`config.mk`:
```
export PLATFORM = sky130hd
export DESIGN_NAME = phased_barrier_sync_unit
export DESIGN_NICKNAME = d
export VERILOG_FILES = /design/src/design/pbsu_pkg.sv /design/src/design/pbsu_ram.sv /design/src/design/pbsu_fifo.sv /design/src/design/pbsu_front.sv /design/src/design/pbsu_back.sv /design/src/design/phased_barrier_sync_unit.sv
export SDC_FILE = /design/constraint.sdc
export NUM_CORES = 1
export LEC_CHECK = 0
export ABC_CLOCK_PERIOD_IN_PS = 12200
export BUFFER_PORTS_ARGS = -buffer_cell sky130_fd_sc_hd__buf_2
export CORE_MARGIN = 2
export CORE_UTILIZATION = 30
export CTS_BUF_LIST = sky130_fd_sc_hd__clkbuf_4
export CTS_CLUSTER_DIAMETER = 60
export DETAILED_ROUTE_END_ITERATION = 10
export SLEW_MARGIN = 30
export SYNTH_ARGS = -nofsm -noshare
export SYNTH_HDL_FRONTEND = slang
export SYNTH_SLANG_ARGS = --single-unit
```
`constraint.sdc`:
```
create_clock -name clock -period 12.2 [get_ports clock]
set_input_delay 1.83 -clock clock [delete_from_list [all_inputs] [get_ports clock]]
set_output_delay 1.83 -clock clock [all_outputs]
set_load 0.01 [all_outputs]
```
`src/design/pbsu_pkg.sv`:
```
package pbsu_pkg;

   localparam int FUNC_W        = 2;
   localparam int PROC_ID_W     = 4;
   localparam int KIND_W        = 2;
   localparam int INDEX_W       = 4;
   localparam int COUNT_W       = 5;
   localparam int NUM_PROCS_W   = 5;
   localparam int NUM_PHASES_W  = 4;
   localparam int CSR_INDEX_W   = 1;
   localparam int CSR_DATA_W    = 5;

   // largest processor count and phase count the field widths can carry
   localparam int PROC_LIMIT    = 2 ** PROC_ID_W;
   localparam int PHASE_LIMIT   = 2 ** NUM_PHASES_W - 1;

   localparam int NUM_PROCS_RST  = 16;
   localparam int NUM_PHASES_RST = 8;
   localparam int MIN_PHASES     = 3;

   localparam logic [FUNC_W-1:0] FUNC_STRONG = 2'd0;
   localparam logic [FUNC_W-1:0] FUNC_WEAK   = 2'd1;
   localparam logic [FUNC_W-1:0] FUNC_CHECK  = 2'd2;
   localparam logic [FUNC_W-1:0] FUNC_NONE   = 2'd3;

   localparam logic [KIND_W-1:0] KIND_WEAK     = 2'd0;
   localparam logic [KIND_W-1:0] KIND_RELEASE  = 2'd1;
   localparam logic [KIND_W-1:0] KIND_CHECK    = 2'd2;
   localparam logic [KIND_W-1:0] KIND_OVERFLOW = 2'd3;

   localparam logic [CSR_INDEX_W-1:0] CSR_NUM_PROCS  = 1'd0;
   localparam logic [CSR_INDEX_W-1:0] CSR_NUM_PHASES = 1'd1;

   typedef struct packed {
      logic [FUNC_W-1:0]    func;
      logic [PROC_ID_W-1:0] proc_id;
   } req_type;

   typedef struct packed {
      logic [KIND_W-1:0]    kind;
      logic [PROC_ID_W-1:0] dest_proc;
      logic [INDEX_W-1:0]   arrival_index;
      logic [COUNT_W-1:0]   count;
      logic                 last;
   } rsp_type;

   typedef enum logic [1:0] {
      OP_STRONG,
      OP_WEAK,
      OP_CHECK
   } op_type;

   typedef struct packed {
      op_type               op;
      logic [PROC_ID_W-1:0] pid;
   } cmd_type;

   // effective (saturated) configuration
   typedef struct packed {
      logic [NUM_PROCS_W-1:0]  np;
      logic [NUM_PHASES_W-1:0] nph;
   } cfg_type;

   typedef enum logic [2:0] {
      ST_IDLE,
      ST_EXEC,
      ST_READ,
      ST_EMIT,
      ST_CLEAR
   } back_state_type;

endpackage

```
`src/design/pbsu_ram.sv`:
```
module pbsu_ram #(
   parameter int WIDTH = 4,
   parameter int DEPTH = 128
) (
   input  logic                     clock,
   input  logic                     we,
   input  logic [$clog2(DEPTH)-1:0] waddr,
   input  logic [WIDTH-1:0]         wdata,
   input  logic [$clog2(DEPTH)-1:0] raddr,
   output logic [WIDTH-1:0]         rdata
);

   logic [WIDTH-1:0] mem_ff [DEPTH];
   logic [WIDTH-1:0] rdata_ff;

   always_ff @(posedge clock) begin
      if (we) begin
         mem_ff[waddr] <= wdata;
      end
      rdata_ff <= mem_ff[raddr];
   end

   assign rdata = rdata_ff;

endmodule

```
`src/design/pbsu_fifo.sv`:
```
module pbsu_fifo #(
   parameter int WIDTH = 8,
   parameter int DEPTH = 2
) (
   input  logic             clock,
   input  logic             reset,
   input  logic             push,
   input  logic [WIDTH-1:0] wdata,
   output logic             full,
   input  logic             pop,
   output logic [WIDTH-1:0] rdata,
   output logic             empty
);

   localparam int PTR_W = (DEPTH > 1) ? $clog2(DEPTH) : 1;
   localparam int CNT_W = $clog2(DEPTH + 1);

   logic [WIDTH-1:0] mem_ff [DEPTH];
   logic [PTR_W-1:0] wr_ptr_ff, wr_ptr_in;
   logic [PTR_W-1:0] rd_ptr_ff, rd_ptr_in;
   logic [CNT_W-1:0] count_ff, count_in;
   logic             do_push, do_pop;

   assign full    = (count_ff == CNT_W'(DEPTH));
   assign empty   = (count_ff == '0);
   assign do_push = push && !full;
   assign do_pop  = pop && !empty;
   assign rdata   = mem_ff[rd_ptr_ff];

   always_comb begin
      wr_ptr_in = wr_ptr_ff;
      rd_ptr_in = rd_ptr_ff;
      count_in  = count_ff;
      if (do_push) begin
         wr_ptr_in = (wr_ptr_ff == PTR_W'(DEPTH - 1)) ? '0 : wr_ptr_ff + PTR_W'(1);
      end
      if (do_pop) begin
         rd_ptr_in = (rd_ptr_ff == PTR_W'(DEPTH - 1)) ? '0 : rd_ptr_ff + PTR_W'(1);
      end
      if (do_push && !do_pop) begin
         count_in = count_ff + CNT_W'(1);
      end else if (do_pop && !do_push) begin
         count_in = count_ff - CNT_W'(1);
      end
   end

   always_ff @(posedge clock) begin
      if (reset) begin
         wr_ptr_ff <= '0;
         rd_ptr_ff <= '0;
         count_ff  <= '0;
      end else begin
         wr_ptr_ff <= wr_ptr_in;
         rd_ptr_ff <= rd_ptr_in;
         count_ff  <= count_in;
      end
   end

   always_ff @(posedge clock) begin
      if (do_push) begin
         mem_ff[wr_ptr_ff] <= wdata;
      end
   end

endmodule

```
`src/design/pbsu_front.sv`:
```
module pbsu_front #(
   parameter int MAX_PROCS = 16
) (
   input  logic              clock,
   input  logic              reset,
   input  logic              push,
   input  pbsu_pkg::req_type req_data,
   output logic              full,
   input  logic              cmd_pop,
   output logic              cmd_valid,
   output pbsu_pkg::cmd_type cmd
);

   localparam int CMD_W = $bits(pbsu_pkg::cmd_type);

   logic [pbsu_pkg::PROC_ID_W-1:0] pid_mod [pbsu_pkg::PROC_LIMIT];
   pbsu_pkg::cmd_type              cmd_new;
   logic                           cmd_push;
   logic                           cmd_empty;
   logic [CMD_W-1:0]               cmd_bits;

   // processor id folded modulo MAX_PROCS into the supported processor range
   for (genvar g = 0; g < pbsu_pkg::PROC_LIMIT; g++) begin : g_pid
      assign pid_mod[g] = pbsu_pkg::PROC_ID_W'(g % MAX_PROCS);
   end

   always_comb begin
      cmd_new.pid = pid_mod[req_data.proc_id];
      case (req_data.func)
         pbsu_pkg::FUNC_STRONG: cmd_new.op = pbsu_pkg::OP_STRONG;
         pbsu_pkg::FUNC_WEAK:   cmd_new.op = pbsu_pkg::OP_WEAK;
         default:               cmd_new.op = pbsu_pkg::OP_CHECK;
      endcase
   end

   // unknown function code is dropped here and never reaches the back end
   assign cmd_push = push && !full && (req_data.func != pbsu_pkg::FUNC_NONE);

   pbsu_fifo #(
      .WIDTH (CMD_W),
      .DEPTH (2)
   ) u_cmd_fifo (
      .clock (clock),
      .reset (reset),
      .push  (cmd_push),
      .wdata (cmd_new),
      .full  (full),
      .pop   (cmd_pop),
      .rdata (cmd_bits),
      .empty (cmd_empty)
   );

   assign cmd_valid = !cmd_empty;
   assign cmd       = pbsu_pkg::cmd_type'(cmd_bits);

endmodule

```
`src/design/pbsu_back.sv`:
```
module pbsu_back #(
   parameter int MAX_PROCS  = 16,
   parameter int MAX_PHASES = 8
) (
   input  logic              clock,
   input  logic              reset,
   input  pbsu_pkg::cfg_type cfg,
   input  logic              cmd_valid,
   input  pbsu_pkg::cmd_type cmd,
   output logic              cmd_pop,
   input  logic              rsp_pop,
   output logic              rsp_empty,
   output pbsu_pkg::rsp_type rsp_data
);

   localparam int PR_DEPTH = (MAX_PROCS < pbsu_pkg::PROC_LIMIT) ? MAX_PROCS
                                                                 : pbsu_pkg::PROC_LIMIT;
   localparam int PH_DEPTH = (MAX_PHASES < pbsu_pkg::PHASE_LIMIT) ? MAX_PHASES
                                                                   : pbsu_pkg::PHASE_LIMIT;
   localparam int PIW      = (PR_DEPTH > 1) ? $clog2(PR_DEPTH) : 1;
   localparam int PHW      = $clog2(PH_DEPTH);
   localparam int AW       = $clog2(PH_DEPTH * PR_DEPTH);
   localparam int RSP_W    = $bits(pbsu_pkg::rsp_type);
   localparam int LSP_RST  = ((pbsu_pkg::NUM_PHASES_RST < PH_DEPTH) ?
                              pbsu_pkg::NUM_PHASES_RST : PH_DEPTH) - 1;
   localparam int CW       = pbsu_pkg::COUNT_W;
   localparam int NW       = pbsu_pkg::NUM_PHASES_W;

   pbsu_pkg::back_state_type state_ff, state_in;

   pbsu_pkg::cmd_type        cmd_ff, cmd_in;
   logic [PHW-1:0]           which_ff, which_in;
   logic [pbsu_pkg::INDEX_W-1:0] k_ff, k_in;
   logic [PHW-1:0]           clr_ff, clr_in;
   logic [PHW-1:0]           lsp_ff, lsp_in;
   logic [PHW-1:0]           proc_phase_ff [PR_DEPTH];
   logic [PHW-1:0]           proc_phase_in [PR_DEPTH];
   logic [CW-1:0]            counter_ff [PH_DEPTH];
   logic [CW-1:0]            counter_in [PH_DEPTH];

   logic [PIW-1:0]           pid_idx;
   logic [PHW-1:0]           which_raw, which, which_next, clr_next;
   logic [CW-1:0]            idx, idx_plus;
   logic                     is_check, is_ovf, is_arrive, is_weak, is_fill, emits;
   logic                     go, rel_last;

   logic                     ram_we;
   logic [AW-1:0]            ram_waddr, ram_raddr;
   logic [pbsu_pkg::PROC_ID_W-1:0] ram_rdata;

   logic                     out_push, out_full;
   pbsu_pkg::rsp_type        out_data;
   logic [RSP_W-1:0]         out_bits;

   // decode of the command under execution
   assign pid_idx    = cmd_ff.pid[PIW-1:0];
   assign which_raw  = proc_phase_ff[pid_idx];
   // stale phase from an earlier, larger phase count reads as phase zero
   assign which      = (NW'(which_raw) >= cfg.nph) ? '0 : which_raw;
   assign idx        = counter_ff[which];
   assign idx_plus   = idx + CW'(1);
   assign is_check   = (cmd_ff.op == pbsu_pkg::OP_CHECK);
   assign is_ovf     = !is_check && (idx >= cfg.np);
   assign is_arrive  = !is_check && !is_ovf;
   assign is_weak    = (cmd_ff.op == pbsu_pkg::OP_WEAK);
   assign is_fill    = is_arrive && (cmd_ff.op == pbsu_pkg::OP_STRONG) && (idx_plus == cfg.np);
   assign emits      = is_check || is_ovf || (is_arrive && is_weak);
   assign go         = !emits || !out_full;
   assign which_next = (NW'(which) + NW'(1) == cfg.nph) ? '0 : which + PHW'(1);
   assign clr_next   = (NW'(clr_ff) + NW'(1) == cfg.nph) ? '0 : clr_ff + PHW'(1);
   assign rel_last   = (CW'(k_ff) + CW'(1) == cfg.np);

   assign ram_waddr  = AW'(which) * AW'(PR_DEPTH) + AW'(idx);
   assign ram_raddr  = AW'(which_ff) * AW'(PR_DEPTH) + AW'(k_ff);

   always_comb begin
      state_in = state_ff;
      case (state_ff)
         pbsu_pkg::ST_IDLE: begin
            if (cmd_valid) begin
               state_in = pbsu_pkg::ST_EXEC;
            end
         end
         pbsu_pkg::ST_EXEC: begin
            if (go) begin
               state_in = is_fill ? pbsu_pkg::ST_READ : pbsu_pkg::ST_IDLE;
            end
         end
         pbsu_pkg::ST_READ: begin
            state_in = pbsu_pkg::ST_EMIT;
         end
         pbsu_pkg::ST_EMIT: begin
            if (!out_full) begin
               state_in = rel_last ? pbsu_pkg::ST_CLEAR : pbsu_pkg::ST_READ;
            end
         end
         pbsu_pkg::ST_CLEAR: begin
            if (clr_ff == which_ff) begin
               state_in = pbsu_pkg::ST_IDLE;
            end
         end
         default: begin
            state_in = pbsu_pkg::ST_IDLE;
         end
      endcase
   end

   always_comb begin
      cmd_pop       = 1'b0;
      cmd_in        = cmd_ff;
      which_in      = which_ff;
      k_in          = k_ff;
      clr_in        = clr_ff;
      lsp_in        = lsp_ff;
      proc_phase_in = proc_phase_ff;
      counter_in    = counter_ff;
      ram_we        = 1'b0;
      out_push      = 1'b0;
      out_data      = '0;
      case (state_ff)
         pbsu_pkg::ST_IDLE: begin
            cmd_pop = cmd_valid;
            cmd_in  = cmd;
         end
         pbsu_pkg::ST_EXEC: begin
            out_data.dest_proc = cmd_ff.pid;
            out_data.last      = 1'b1;
            if (is_check) begin
               out_data.kind  = pbsu_pkg::KIND_CHECK;
               out_data.count = idx;
            end else if (is_ovf) begin
               out_data.kind  = pbsu_pkg::KIND_OVERFLOW;
               out_data.count = idx;
            end else begin
               out_data.kind          = pbsu_pkg::KIND_WEAK;
               out_data.arrival_index = idx[pbsu_pkg::INDEX_W-1:0];
               out_data.count         = idx_plus;
            end
            if (go) begin
               out_push = emits;
               if (is_arrive) begin
                  ram_we                 = 1'b1;
                  counter_in[which]      = idx_plus;
                  proc_phase_in[pid_idx] = which_next;
               end
               which_in = which;
               k_in     = '0;
               // sweep starts at the last strong phase, saturated into range
               clr_in   = (NW'(lsp_ff) >= cfg.nph) ? PHW'(cfg.nph - NW'(1)) : lsp_ff;
            end
         end
         pbsu_pkg::ST_READ: begin
         end
         pbsu_pkg::ST_EMIT: begin
            out_data.kind          = pbsu_pkg::KIND_RELEASE;
            out_data.dest_proc     = ram_rdata;
            out_data.arrival_index = k_ff;
            out_data.count         = cfg.np;
            out_data.last          = rel_last;
            out_push               = !out_full;
            if (!out_full) begin
               k_in = k_ff + pbsu_pkg::INDEX_W'(1);
            end
         end
         pbsu_pkg::ST_CLEAR: begin
            if (clr_ff != which_ff) begin
               counter_in[clr_ff] = '0;
               clr_in             = clr_next;
            end else begin
               lsp_in = which_ff;
            end
         end
         default: begin
         end
      endcase
   end

   always_ff @(posedge clock) begin
      if (reset) begin
         state_ff <= pbsu_pkg::ST_IDLE;
         lsp_ff   <= PHW'(LSP_RST);
         for (int i = 0; i < PR_DEPTH; i++) begin
            proc_phase_ff[i] <= '0;
         end
         for (int i = 0; i < PH_DEPTH; i++) begin
            counter_ff[i] <= '0;
         end
      end else begin
         state_ff      <= state_in;
         lsp_ff        <= lsp_in;
         proc_phase_ff <= proc_phase_in;
         counter_ff    <= counter_in;
      end
   end

   always_ff @(posedge clock) begin
      cmd_ff   <= cmd_in;
      which_ff <= which_in;
      k_ff     <= k_in;
      clr_ff   <= clr_in;
   end

   pbsu_ram #(
      .WIDTH (pbsu_pkg::PROC_ID_W),
      .DEPTH (PH_DEPTH * PR_DEPTH)
   ) u_arrival_ram (
      .clock (clock),
      .we    (ram_we),
      .waddr (ram_waddr),
      .wdata (cmd_ff.pid),
      .raddr (ram_raddr),
      .rdata (ram_rdata)
   );

   pbsu_fifo #(
      .WIDTH (RSP_W),
      .DEPTH (2)
   ) u_rsp_fifo (
      .clock (clock),
      .reset (reset),
      .push  (out_push),
      .wdata (out_data),
      .full  (out_full),
      .pop   (rsp_pop),
      .rdata (out_bits),
      .empty (rsp_empty)
   );

   assign rsp_data = pbsu_pkg::rsp_type'(out_bits);

   a_push_room: assert property (@(posedge clock) disable iff (reset)
      out_push |-> !out_full)
      else $error("result beat pushed into a full queue");

   a_release_index: assert property (@(posedge clock) disable iff (reset)
      (state_ff == pbsu_pkg::ST_EMIT) |-> (CW'(k_ff) < cfg.np))
      else $error("release index past the fill level");

   a_released_full: assert property (@(posedge clock) disable iff (reset)
      (state_ff == pbsu_pkg::ST_READ) |-> (counter_ff[which_ff] == cfg.np))
      else $error("releasing a phase that is not full");

   a_clear_range: assert property (@(posedge clock) disable iff (reset)
      (state_ff == pbsu_pkg::ST_CLEAR) |-> (NW'(clr_ff) < cfg.nph))
      else $error("clear sweep index out of phase range");

endmodule

```
`src/design/phased_barrier_sync_unit.sv`:
```
// channel   direction  handshake                       payload
// request   in         push / full                     req_data  (func, proc_id)
// response  out        empty / pop                     rsp_data  (kind, dest_proc,
//                                                                 arrival_index, count, last)
// csr       in         csr_we, csr_index               csr_wdata (num_procs, num_phases)
//
// a check, weak or non-filling strong arrival goes through the idle and exec states of
// the execute fsm; a filling strong arrival then goes through read (arrival ram read)
// and emit (result beat) for each released processor, then through clear, which
// resets the phase counters from the last released phase up to, not including, this one
// two-entry queues on both sides let requests and result pops stall independently
// synchronous reset clears phase counters and processor phases at once, no sweep
module phased_barrier_sync_unit #(
   parameter int MAX_PROCS  = 16,
   parameter int MAX_PHASES = 8
) (
   input  logic                                 clock,
   input  logic                                 reset,
   input  logic                                 push,
   output logic                                 full,
   input  pbsu_pkg::req_type                    req_data,
   output logic                                 empty,
   input  logic                                 pop,
   output pbsu_pkg::rsp_type                    rsp_data,
   input  logic                                 csr_we,
   input  logic [pbsu_pkg::CSR_INDEX_W-1:0]     csr_index,
   input  logic [pbsu_pkg::CSR_DATA_W-1:0]      csr_wdata
);

   localparam int PR_DEPTH = (MAX_PROCS < pbsu_pkg::PROC_LIMIT) ? MAX_PROCS
                                                                 : pbsu_pkg::PROC_LIMIT;
   localparam int PH_DEPTH = (MAX_PHASES < pbsu_pkg::PHASE_LIMIT) ? MAX_PHASES
                                                                   : pbsu_pkg::PHASE_LIMIT;
   localparam int PW = pbsu_pkg::NUM_PROCS_W;
   localparam int HW = pbsu_pkg::NUM_PHASES_W;

   logic [PW-1:0]     num_procs_ff, num_procs_in;
   logic [HW-1:0]     num_phases_ff, num_phases_in;
   pbsu_pkg::cfg_type cfg;
   logic              cmd_valid, cmd_pop;
   pbsu_pkg::cmd_type cmd;

   always_comb begin
      num_procs_in  = num_procs_ff;
      num_phases_in = num_phases_ff;
      if (csr_we) begin
         case (csr_index)
            pbsu_pkg::CSR_NUM_PROCS:  num_procs_in  = csr_wdata;
            pbsu_pkg::CSR_NUM_PHASES: num_phases_in = csr_wdata[HW-1:0];
            default: begin
            end
         endcase
      end
   end

   always_ff @(posedge clock) begin
      if (reset) begin
         num_procs_ff  <= PW'(pbsu_pkg::NUM_PROCS_RST);
         num_phases_ff <= HW'(pbsu_pkg::NUM_PHASES_RST);
      end else begin
         num_procs_ff  <= num_procs_in;
         num_phases_ff <= num_phases_in;
      end
   end

   // saturate registers into the supported ranges
   always_comb begin
      if (num_procs_ff == '0) begin
         cfg.np = PW'(1);
      end else if (num_procs_ff > PW'(PR_DEPTH)) begin
         cfg.np = PW'(PR_DEPTH);
      end else begin
         cfg.np = num_procs_ff;
      end
      if (num_phases_ff < HW'(pbsu_pkg::MIN_PHASES)) begin
         cfg.nph = HW'(pbsu_pkg::MIN_PHASES);
      end else if (num_phases_ff > HW'(PH_DEPTH)) begin
         cfg.nph = HW'(PH_DEPTH);
      end else begin
         cfg.nph = num_phases_ff;
      end
   end

   pbsu_front #(
      .MAX_PROCS (MAX_PROCS)
   ) u_front (
      .clock     (clock),
      .reset     (reset),
      .push      (push),
      .req_data  (req_data),
      .full      (full),
      .cmd_pop   (cmd_pop),
      .cmd_valid (cmd_valid),
      .cmd       (cmd)
   );

   pbsu_back #(
      .MAX_PROCS  (MAX_PROCS),
      .MAX_PHASES (MAX_PHASES)
   ) u_back (
      .clock     (clock),
      .reset     (reset),
      .cfg       (cfg),
      .cmd_valid (cmd_valid),
      .cmd       (cmd),
      .cmd_pop   (cmd_pop),
      .rsp_pop   (pop),
      .rsp_empty (empty),
      .rsp_data  (rsp_data)
   );

endmodule
```
==> results of run 1 <==
[flip-flops by register name, summed over array words and instances, names as in the netlist, named ones only]
register                      count
u_front.u_cmd_fifo.mem_ff        12
u_back.state_ff                   3
u_back.lsp_ff                     3
u_back.u_rsp_fifo.count_ff        2
u_back.proc_phase_ff             48
u_back.u_arrival_ram.rdata        4
u_front.u_cmd_fifo.rd_ptr_ff      1
u_back.u_arrival_ram.mem_ff     512
u_back.pid_idx                    4
num_phases_ff                     4
u_front.u_cmd_fifo.wr_ptr_ff      1
u_back.u_rsp_fifo.wr_ptr_ff       1
u_back.u_rsp_fifo.mem_ff         32
u_front.u_cmd_fifo.count_ff       2
num_procs_ff                      5
u_back.counter_ff                40
u_back.clr_ff                     3
u_back.u_rsp_fifo.rd_ptr_ff       1
u_back.cmd_ff                     2
u_back.k_ff                       4
u_back.which_ff                   3
[power by group through the flow]
stage | combinational, uW | sequential [uW] | clock, uW
3_3_place_gp | 1960 | 3050 | 0
2_1_floorplan | 1270 | 3110 | 0
6_report | 1990 | 3010 | 1930
3_5_place_dp | 1990 | 3060 | 0
4_1_cts | 2000 | 3010 | 1990
5_1_grt | 2160 | 3020 | 2120
[cell families after synthesis]
family                   synth area share, %
flip-flops                              66.9
AND/OR/NAND/NOR                         8.18
multiplexers                            14.3
AO/OA/AOI/OAI                           6.75
buffers and inverters                   1.86
XOR/XNOR                                1.15
adder cells (fa/ha/maj)                0.902
[path summary, 6_finish.rpt]
check | end | slack [ps] | cells after the start
worst max-delay path | u_back.u_arrival_ram.mem_ff[57][2] | 3280 | 24
worst min-delay path | num_phases_ff[1] | 470 | 2
worst max register to register | u_back.u_arrival_ram.mem_ff[57][2] | 3280 | 24
worst min register to register | num_phases_ff[1] | 470 | 2
[metal layers]
layer	vias to the layer above	track usage [%]
met1	8992	18.4
met5	-	0
li1	8188	-
met4	0	6.07
met3	109	4.01
met2	662	23.1
[cells in the final DEF (no fill, tap or decap), types with 8 or more instances in the layout]
master | Yosys | routed
ha_1 | 21 | 21
diode_2 | 0 | 8
o22ai_1 | 34 | 34
nand2_1 | 107 | 102
dfxtp_1 | 116 | 115
a22oi_1 | 29 | 29
clkbuf_4 | 0 | 253
a21o_1 | 11 | 11
nor2b_1 | 12 | 12
nor2_1 | 347 | 345
mux4_2 | 83 | 83
a21oi_1 | 63 | 63
edfxtp_1 | 572 | 572
nor3_1 | 12 | 12
o221ai_1 | 33 | 32
nand3_1 | 30 | 29
xnor2_1 | 14 | 14
xor2_1 | 18 | 18
buf_4 | 0 | 25
nand2b_1 | 12 | 11
inv_1 | 18 | 18
a211oi_1 | 25 | 25
buf_2 | 5 | 33
mux2_2 | 28 | 28
nand4_1 | 8 | 8
mux2i_1 | 187 | 187
o21ai_0 | 68 | 68
clkinv_1 | 1 | 33
[per-stage QoR]
stage / utilization (%) / cells / worst slack, ps
finish: 34.2 / 3579 / 3280
global route: 34.2 / 3577 / 2670
CTS: 34.2 / 3571 / 3340
detailed placement: 31.9 / 3271 / 3350
global placement: 31.8 / 3271 / 2890
floorplan: - / 2052 / 3630
[critical path, delay by kind of cell (launching register included)]
| family | cells | cell delay, ps |
|---|---|---|
| AO/OA/AOI/OAI | 6 | 1860 |
| adder cells (fa/ha/maj) | 2 | 610 |
| buffers and inverters | 4 | 1250 |
| flip-flops | 1 | 490 |
| multiplexers | 3 | 860 |
| AND/OR/NAND/NOR | 9 | 3520 |
[layout make-up]
| cell class | instances | area [sq um] | area share [%] |
|---|---|---|---|
| diodes | 8 | 20.0 | 0.0607 |
| clock inverters | 47 | 308 | 0.933 |
| inverters | 22 | 82.6 | 0.250 |
| multi-input cells | 1223 | 9170 | 27.8 |
| well taps | 1276 | 1600 | 4.84 |
| flip-flops and latches | 688 | 19500 | 59.1 |
| clock buffers | 253 | 1900 | 5.76 |
| repair buffers | 62 | 415 | 1.26 |
==> flow_metrics.env, run 1 <==
export IMPL_htreeDepth=4
export IMPL_synthTopCellsByArea="edfxtp_1, dfxtp_1, mux2i_1, mux4_2, nor2_1"
export IMPL_gp_congestion=0.918
export IMPL_vias_per_cell=5.02
export IMPL_hold_ws_ps=468
export IMPL_place_hpwl_um=44800
export IMPL_seq_area_frac_synth_pct=66.9
export IMPL_synthDistinctLibCells=71
export IMPL_clock_skew_final_ps=75.6
export IMPL_fmax_ghz=0.112
export IMPL_leakage_uw=0.0108
export IMPL_synth_common_cells="edfxtp_1, nor2_1, mux2i_1, dfxtp_1, nand2_1"
export IMPL_slew_viol_final=0
export IMPL_hold_viol=0
export IMPL_finalSetupViolations=0
export IMPL_syn_nets=2090
export IMPL_hold_path_class="reg2reg"
export IMPL_pwr_share_comb_pct=28.7
export IMPL_area_growth_syn_to_layout_pct=13.2
export IMPL_cap_violations=0
export IMPL_slew_headroom_pct=34.4
export IMPL_die_w_um=316
export IMPL_drt_first_pass_iters=6
export IMPL_port_buffers=34
export IMPL_worst_ep_required_time_ps=12830
export IMPL_arrival_ps=9550
export IMPL_ys_async_sr_fraction_pct=0
export IMPL_switching_share_pct=33.3
export IMPL_ys_seq_elements=688
export IMPL_p_clk_share_pct=27.9
export IMPL_nFillCells=9404
export IMPL_drive_gt1_share_pct=20.7
export IMPL_powerDensity_nw_per_um2=210
export IMPL_fp_row_count=114
export IMPL_critPathLaunch="u_back.pid_idx[3]"
export IMPL_worst_pin_slew_ps=980
export IMPL_ys_flop_type="edfxtp_1"
export IMPL_path_common_cell="nor2_1"
export IMPL_worstSetupPathType="reg2reg"
export IMPL_max_stage_delay_ps=730
export IMPL_switchingPower_uw=2310
export IMPL_peakVddDrop_mv=0.124
export IMPL_seqPwrFrac_pct=43.4
export IMPL_crit_path_cell_trace="buf_4, mux4_2, mux2i_1, mux2i_2, buf_4, inv_2, ha_1, nand2b_1, a211oi_1, nor2_1, nor2_1, nand4_1, nand3_1, ha_1, nand2b_1, a21o_1, a21o_1, a21o_1, a2111oi_2, o21ai_0, buf_4, nor2_1, nand2_2, nor2_1"
export IMPL_numCtsBuffers=167
export IMPL_hp_start="num_phases_ff[1]"
export IMPL_fin_total_pwr_uw=6930
export IMPL_fin_nets=2202
export IMPL_grt_usage_pct=14.4
export IMPL_clock_root_buffer="clkbuf_4"
export IMPL_period_minus_slack_ps=8920
export IMPL_wl_um=71600
export IMPL_m1WireLength_um=30300
export IMPL_start_util_pct=30.2
export IMPL_syn_area_per_cell_sq_um=14.2
export IMPL_wl_met3_um=5390
export IMPL_fin_area_sq_um=33000
export IMPL_critPathLaunchType="flop"
export IMPL_core_region_area_sq_um=96400
export IMPL_ctsResizeCount=0
export IMPL_status="finished, final reports clean"
export IMPL_drc=0
export IMPL_cts_sinks=688
export IMPL_grt_pass1_wl_um=109000
export IMPL_wl_met2_um=34200
export IMPL_cts_setup_buffers=0
export IMPL_synth_most_common_cell="edfxtp_1"
export IMPL_cp_end_kind="flop"
export IMPL_setup_tns_ps=0
export IMPL_synth_top_cell_area_share_pct=58.9
export IMPL_highest_layer="met4"
export IMPL_clk_pin_slew_ps=60
export IMPL_grt_pass1_vias=18500
export IMPL_holdBufCountCts=0
export IMPL_finalCritPeriodShare_pct=73.1
export IMPL_grt_ovfl_total=0
export IMPL_wire_per_inst_um=20.0
export IMPL_synth_cells=2052
export IMPL_synth_edf_count=572
export IMPL_die_h_um=316
export IMPL_ios=35
export IMPL_grt_max_degree=140
export IMPL_postRouteAntennaNets=0
export IMPL_dieArea_sq_um=99600
export IMPL_reg2reg_from="u_back.pid_idx[3]"
export IMPL_drt_initial_drc_count=2022
export IMPL_worstSkewPairLatency_ps=990
export IMPL_p_int_uw=4620
export IMPL_antenna_found_initial=4
export IMPL_tritoncts="done"
export IMPL_ys_warn_count=0
export IMPL_synth_area_sq_um=29100
export IMPL_route_vias_total=18000
export IMPL_cp_max_fo=62
export IMPL_cp_slowest_cell="a2111oi_2"
export IMPL_yosysTopAreaCell="edfxtp_1"
export IMPL_dpl_cell_area_sq_um=30800
export IMPL_ctsLongestPathBuffers=3
export IMPL_rsz0062_at_grt="no"
(Power assumes the default switching activity.)
==> run 2: changes to the inputs <==
- ABC_CLOCK_PERIOD_IN_PS: 12200 -> 9000
- clock period: 12.2 -> 9 ns (I/O delays scaled with it)
==> run 2 against run 1 <==
Clock-buffer cell count up 8. Clock skew fell by 25 ps. Cell count up 0.36%. Combinational power increased by 38%. Critical endpoint is now u_back.u_arrival_ram.mem_ff[17][0]. Largest cell class unchanged. Largest power group unchanged. Highest routed layer unchanged.
==> flow_metrics.env, run 2 (same netlist as run 1, synthesis figures left out) <==
export IMPL_die_h_um=316
export IMPL_max_stage_delay_ps=860
export IMPL_reg2reg_from="u_back.pid_idx[3]"
export IMPL_worstSetupPathType="reg2reg"
export IMPL_timing_rr_end="u_back.u_arrival_ram.mem_ff[17][0]"
export IMPL_grt_max_degree=121
export IMPL_ctsLongestPathBuffers=3
export IMPL_wire_per_inst_um=20.3
export IMPL_r2r_cells=23
export IMPL_grt_usage_pct=14.5
export IMPL_regMostFlops="u_back.u_arrival_ram.mem_ff"
export IMPL_multi_input_area_sq_um=9130
export IMPL_seqPwrFrac_pct=42.9
export IMPL_cap_violations=0
export IMPL_status="finished, final reports clean"
export IMPL_dp_slack_ps=1090
export IMPL_crit_path_cell_trace="mux4_2, mux2i_1, mux2i_2, buf_4, inv_2, ha_1, nand2b_1, a211oi_1, nor2_1, o32ai_1, a22oi_1, o221a_2, ha_1, a21o_1, a21o_1, a21o_1, a2111oi_1, buf_4, o21ai_0, buf_4, nor2_1, nand2_2, nor2_1"
export IMPL_place_hpwl_um=45500
export IMPL_cp_max_fo=20
export IMPL_ios=35
export IMPL_powerDensity_nw_per_um2=286
export IMPL_peakVddDrop_mv=0.236
export IMPL_clk_pin_slew_ps=70
export IMPL_largest_reg_flops=512
export IMPL_cts_sinks=688
export IMPL_fp_row_count=114
export IMPL_fin_nets=2218
export IMPL_arrival_ps=8700
export IMPL_port_buffers=34
export IMPL_route_vias_total=18100
export IMPL_drive_gt1_share_pct=21.1
export IMPL_critPathLaunchType="flop"
export IMPL_finalCritPeriodShare_pct=89.3
export IMPL_die_w_um=316
export IMPL_ctsResizeCount=0
export IMPL_seq_area_sq_um=19500
export IMPL_setup_tns_ps=0
export IMPL_area_growth_syn_to_layout_pct=13.5
export IMPL_pwr_share_comb_pct=29.0
export IMPL_dieArea_sq_um=99600
export IMPL_worstSkewPairLatency_ps=1020
export IMPL_hp_start="num_phases_ff[0]"
export IMPL_finalSetupViolations=0
export IMPL_core_region_area_sq_um=96400
export IMPL_start_util_pct=30.2
export IMPL_setup_ws_ps=966
export IMPL_holdBufCountCts=0
export IMPL_slew_viol_final=0
export IMPL_dpl_cell_area_sq_um=30800
export IMPL_drt_first_pass_iters=6
export IMPL_switching_share_pct=33.3
export IMPL_antenna_found_initial=2
export IMPL_numCtsBuffers=168
export IMPL_switchingPower_uw=3150
export IMPL_leakage_uw=0.0109
export IMPL_gp_congestion=0.897
export IMPL_drc=0
export IMPL_fin_area_sq_um=33100
export IMPL_hold_path_class="reg2reg"
export IMPL_wl_um=73000
export IMPL_htreeDepth=4
export IMPL_p_int_uw=6310
export IMPL_critical_path_top_delay_family="compound AO/OA/AOI/OAI gates"
export IMPL_grt_ovfl_total=0
export IMPL_cts_setup_buffers=0
export IMPL_worst_pin_slew_ps=934
export IMPL_min_path_cells=2
export IMPL_most_common_layout_cells="edfxtp_1, nor2_1, clkbuf_4"
export IMPL_reg_top3="u_back.u_arrival_ram.mem_ff (512), u_back.proc_phase_ff (48), u_back.counter_ff (40)"
export IMPL_period_minus_slack_ps=8030
export IMPL_r2r_slack_ps=970
export IMPL_grt_pass1_vias=18800
export IMPL_fmax_ghz=0.124
export IMPL_hold_viol=0
export IMPL_clock_skew_final_ps=50.7
export IMPL_worst_ep_required_time_ps=9660
export IMPL_grt_pass1_wl_um=109000
export IMPL_crit_buf_inv=4
export IMPL_clock_root_buffer="clkbuf_4"
export IMPL_tritoncts="done"
export IMPL_final_common_cell="edfxtp_1"
export IMPL_vias_per_cell=5.03
export IMPL_postRouteAntennaNets=0
export IMPL_p_clk_share_pct=28.1
export IMPL_rsz0062_at_grt="no"
export IMPL_drt_initial_drc_count=1640
export IMPL_cp_end_kind="flop"
export IMPL_cp_slowest_cell="edfxtp_1"
export IMPL_hold_path_end="num_phases_ff[0]"
export IMPL_nFillCells=9439
export IMPL_slew_headroom_pct=37.2
## run 2: cell types whose count changed in the layout (fill, tap and decap cells not counted), moves of 3 or more
| cell | delta |
|---|---|
| buf_4 | +14 |
| clkbuf_4 | +8 |
| clkinv_1 | -9 |
| nor4_1 | +3 |
| nor4_2 | -3 |
## run 2: per-stage QoR
step	power (uW)	hold slack [ps]	util, %	std cells
3_5_place_dp	6870	460	31.9	3285
4_1_cts	9540	471	34.3	3585
3_3_place_gp	6820	448	31.9	3285
6_report	9460	470	34.3	3592
5_1_grt	9910	501	34.3	3588
2_1_floorplan	5950	436	-	2052
## run 2: metal layers
metal,wire length (um),GRT usage (%)
met2,35000,23.6
met1,30800,18.4
met4,1790,6.42
met3,5400,3.60
met5,0,0
## run 2: worst max path at each step
stage	from	end	cells past startpoint
2_1_floorplan	u_back.pid_idx[3]	u_back.u_arrival_ram.mem_ff[122][0]	25
3_3_place_gp	u_back.pid_idx[3]	u_back.u_arrival_ram.mem_ff[83][0]	23
3_5_place_dp	u_back.pid_idx[3]	u_back.u_arrival_ram.mem_ff[17][2]	23
4_1_cts	u_back.pid_idx[3]	u_back.u_arrival_ram.mem_ff[41][3]	23
5_1_grt	u_back.pid_idx[3]	u_back.u_arrival_ram.mem_ff[121][3]	23
6_report	u_back.pid_idx[3]	u_back.u_arrival_ram.mem_ff[17][0]	23
## run 2: worst register-to-register path: stages (launching register included)
cell and delay, ps:
edfxtp_1 860, mux4_2 600, mux2i_1 180, mux2i_2 100, buf_4 240, inv_2 170, ha_1 240, nand2b_1 150
a211oi_1 390, nor2_1 250, o32ai_1 810, a22oi_1 210, o221a_2 260, ha_1 320, a21o_1 170, a21o_1 170
a21o_1 230, a2111oi_1 490, buf_4 230, o21ai_0 100, buf_4 210, nor2_1 370, nand2_2 490, nor2_1 460
## run 2: cell type report
cell class                 count  share of cell area, %
sequential                   688                   58.9
timing repair buffer          77                   1.58
inverter                      22                  0.250
clock inverter                39                  0.836
tap                         1276                   4.83
antenna                        6                 0.0454
multi-input combinational   1223                   27.6
clock buffer                 261                   5.92
## run 2: power by group through the flow
stage          registers (uW)  logic (uW)  clock network (uW)
6_report                 4050        2740                2660
5_1_grt                  4070        2960                2880
4_1_cts                  4070        2740                2730
3_5_place_dp             4140        2730                   0
3_3_place_gp             4130        2690                   0
2_1_floorplan            4220        1730                   0
==> run 3: changes to the inputs <==
- ABC_CLOCK_PERIOD_IN_PS: 9000 -> 8600
- CAP_MARGIN: unset -> 20
- SLEW_MARGIN: 30 -> 20
- clock period: 9 -> 8.6 ns (I/O delays scaled with it)
==> run 3 against run 2 <==
Via count grew 0.40%. First-iteration DRC count grew 9.1%. Total power grew 2.7%. Sequential share of layout area grew 0.38 points. Sequential power grew 5.7%. Routed wire length shrank 1.5%. Maximum frequency shrank 1.7%. Clock power is essentially flat. Combinational power grew 3%. Die area is the same. Flip-flop and latch count is the same. Critical path type unchanged. Largest cell class unchanged.
==> flow_metrics.env, run 3 (same netlist as run 1, synthesis figures left out) <==
export IMPL_fin_total_pwr_uw=9720
export IMPL_tritoncts="done"
export IMPL_final_common_cell="edfxtp_1"
export IMPL_cap_violations=0
export IMPL_placed_cells=3279
export IMPL_max_stage_delay_ps=740
export IMPL_grt_ovfl_total=0
export IMPL_hold_viol=0
export IMPL_setup_tns_ps=0
export IMPL_finalCritPeriodShare_pct=95.0
export IMPL_drc=0
export IMPL_reg_top3="u_back.u_arrival_ram.mem_ff (512), u_back.proc_phase_ff (48), u_back.counter_ff (40)"
export IMPL_path_common_cell="a21o_1"
export IMPL_drt_initial_drc_count=1789
export IMPL_wire_per_inst_um=20.1
export IMPL_port_buffers=34
export IMPL_slew_headroom_pct=31.0
export IMPL_ctsLongestPathBuffers=3
export IMPL_powerDensity_nw_per_um2=296
export IMPL_wl_um=71900
export IMPL_finalSetupViolations=0
export IMPL_route_vias_total=18100
export IMPL_crit_path_cell_trace="buf_12, mux4_2, mux2_2, mux2i_4, inv_2, ha_1, a211oi_1, nor2_1, o32ai_1, a22oi_1, o221a_2, ha_1, a21o_1, a21o_1, a21o_1, a2111oi_1, buf_4, a21boi_0, buf_4, and2_1, nand2_1, buf_8, nor2_1"
export IMPL_arrival_ps=8830
export IMPL_rsz0062_at_grt="no"
export IMPL_die_h_um=316
export IMPL_core_region_area_sq_um=96400
export IMPL_grt_usage_pct=14.4
export IMPL_worst_ep_required_time_ps=9260
export IMPL_seq_area_sq_um=19500
export IMPL_clk_pin_slew_ps=60
export IMPL_holdBufCountCts=0
export IMPL_gp_congestion=0.923
export IMPL_slew_viol_final=0
export IMPL_cp_slowest_cell="o32ai_1"
export IMPL_most_common_layout_cells="edfxtp_1, nor2_1, clkbuf_4"
export IMPL_clock_skew_final_ps=67.7
export IMPL_ios=35
export IMPL_clock_root_buffer="clkbuf_4"
export IMPL_antenna_found_initial=2
export IMPL_cts_setup_buffers=0
export IMPL_period_minus_slack_ps=8170
export IMPL_status="finished, final reports clean"
export IMPL_hold_ws_ps=489
export IMPL_peakVddDrop_mv=0.242
export IMPL_fin_util_pct=34.1
export IMPL_ctsResizeCount=0
export IMPL_htreeDepth=4
export IMPL_grt_pass1_vias=18400
export IMPL_fmax_ghz=0.122
export IMPL_cp_max_fo=145
export IMPL_cp_end_kind="flop"
export IMPL_dieArea_sq_um=99600
export IMPL_start_util_pct=30.2
export IMPL_drt_first_pass_iters=5
export IMPL_grt_pass1_wl_um=109000
export IMPL_regMostFlops="u_back.u_arrival_ram.mem_ff"
export IMPL_die_w_um=316
export IMPL_nFillCells=9456
export IMPL_worst_pin_slew_ps=1040
export IMPL_fp_row_count=114
export IMPL_vias_per_cell=5.07
export IMPL_drive_gt1_share_pct=19.7
export IMPL_place_hpwl_um=45000
export IMPL_fin_nets=2210
export IMPL_numCtsBuffers=167
export IMPL_largest_reg_flops=512
export IMPL_leakage_uw=0.0108
export IMPL_worstSetupPathType="reg2reg"
export IMPL_postRouteAntennaNets=0
export IMPL_grt_max_degree=146
export IMPL_critPathLaunchType="flop"
export IMPL_multi_input_area_sq_um=9110
export IMPL_worstSkewPairLatency_ps=1020
export IMPL_area_growth_syn_to_layout_pct=12.8
export IMPL_finish_cell_count_without_fillers=3576
export IMPL_hold_path_class="reg2reg"
export IMPL_cts_sinks=688
## run 3: cell count changes in the layout (fill, tap and decap cells not counted), moves of 3 or more
cell | previous run | this run
buf_4 | 39 | 32
buf_6 | 4 | 1
clkinv_1 | 24 | 40
clkinv_4 | 3 | 0
clkbuf_4 | 261 | 242
## run 3: power breakdown
group	switching, uW	internal (uW)
registers	180	4100
logic	1810	1000
clock network	1280	1350
total	3270	6450
## run 3: critical path, delay by kind of cell, from the launching register on
family	cells	cell delay, ps
DFF	1	690
buffers and inverters	5	1520
AOI/OAI and AO/OA	9	2710
and+or+nand+nor	4	1310
muxes	3	1000
adders and majority gates	2	600
## run 3: area by class of cell
class / instances / area share (%)
antenna: 6 / 0.0457
timing repair buffer: 70 / 1.50
tap: 1276 / 4.86
clock inverter: 49 / 0.758
clock buffer: 242 / 5.53
sequential: 688 / 59.3
inverter: 22 / 0.251
multi-input combinational: 1223 / 27.7
## run 3: final timing paths
check                                      endpoint  slack [ps]               from  cells past startpoint
setup / recovery  u_back.u_arrival_ram.mem_ff[7][1]         430  u_back.pid_idx[3]                     23
hold reg to reg                    num_phases_ff[1]         490   num_phases_ff[1]                      2
hold / removal                     num_phases_ff[1]         490   num_phases_ff[1]                      2
setup reg to reg  u_back.u_arrival_ram.mem_ff[7][1]         430  u_back.pid_idx[3]                     23
## run 3: per-layer routing
metal  wire length [um]  track usage, %  up-vias
met5                  0               0        -
met3               4650            3.41      135
li1                   -               -     8172
met1              31100            18.8     9131
met2              34300            23.3      687
met4               1840            5.51        0
## run 3: stage by stage
| step | area, sq um | setup WS [ps] |
|---|---|---|
| 6_report | 32900 | 427 |
| 4_1_cts | 32800 | 546 |
| 3_3_place_gp | 30800 | 684 |
| 3_5_place_dp | 30800 | 568 |
| 5_1_grt | 32900 | 4.87 |
| 2_1_floorplan | 29100 | 33.0 |
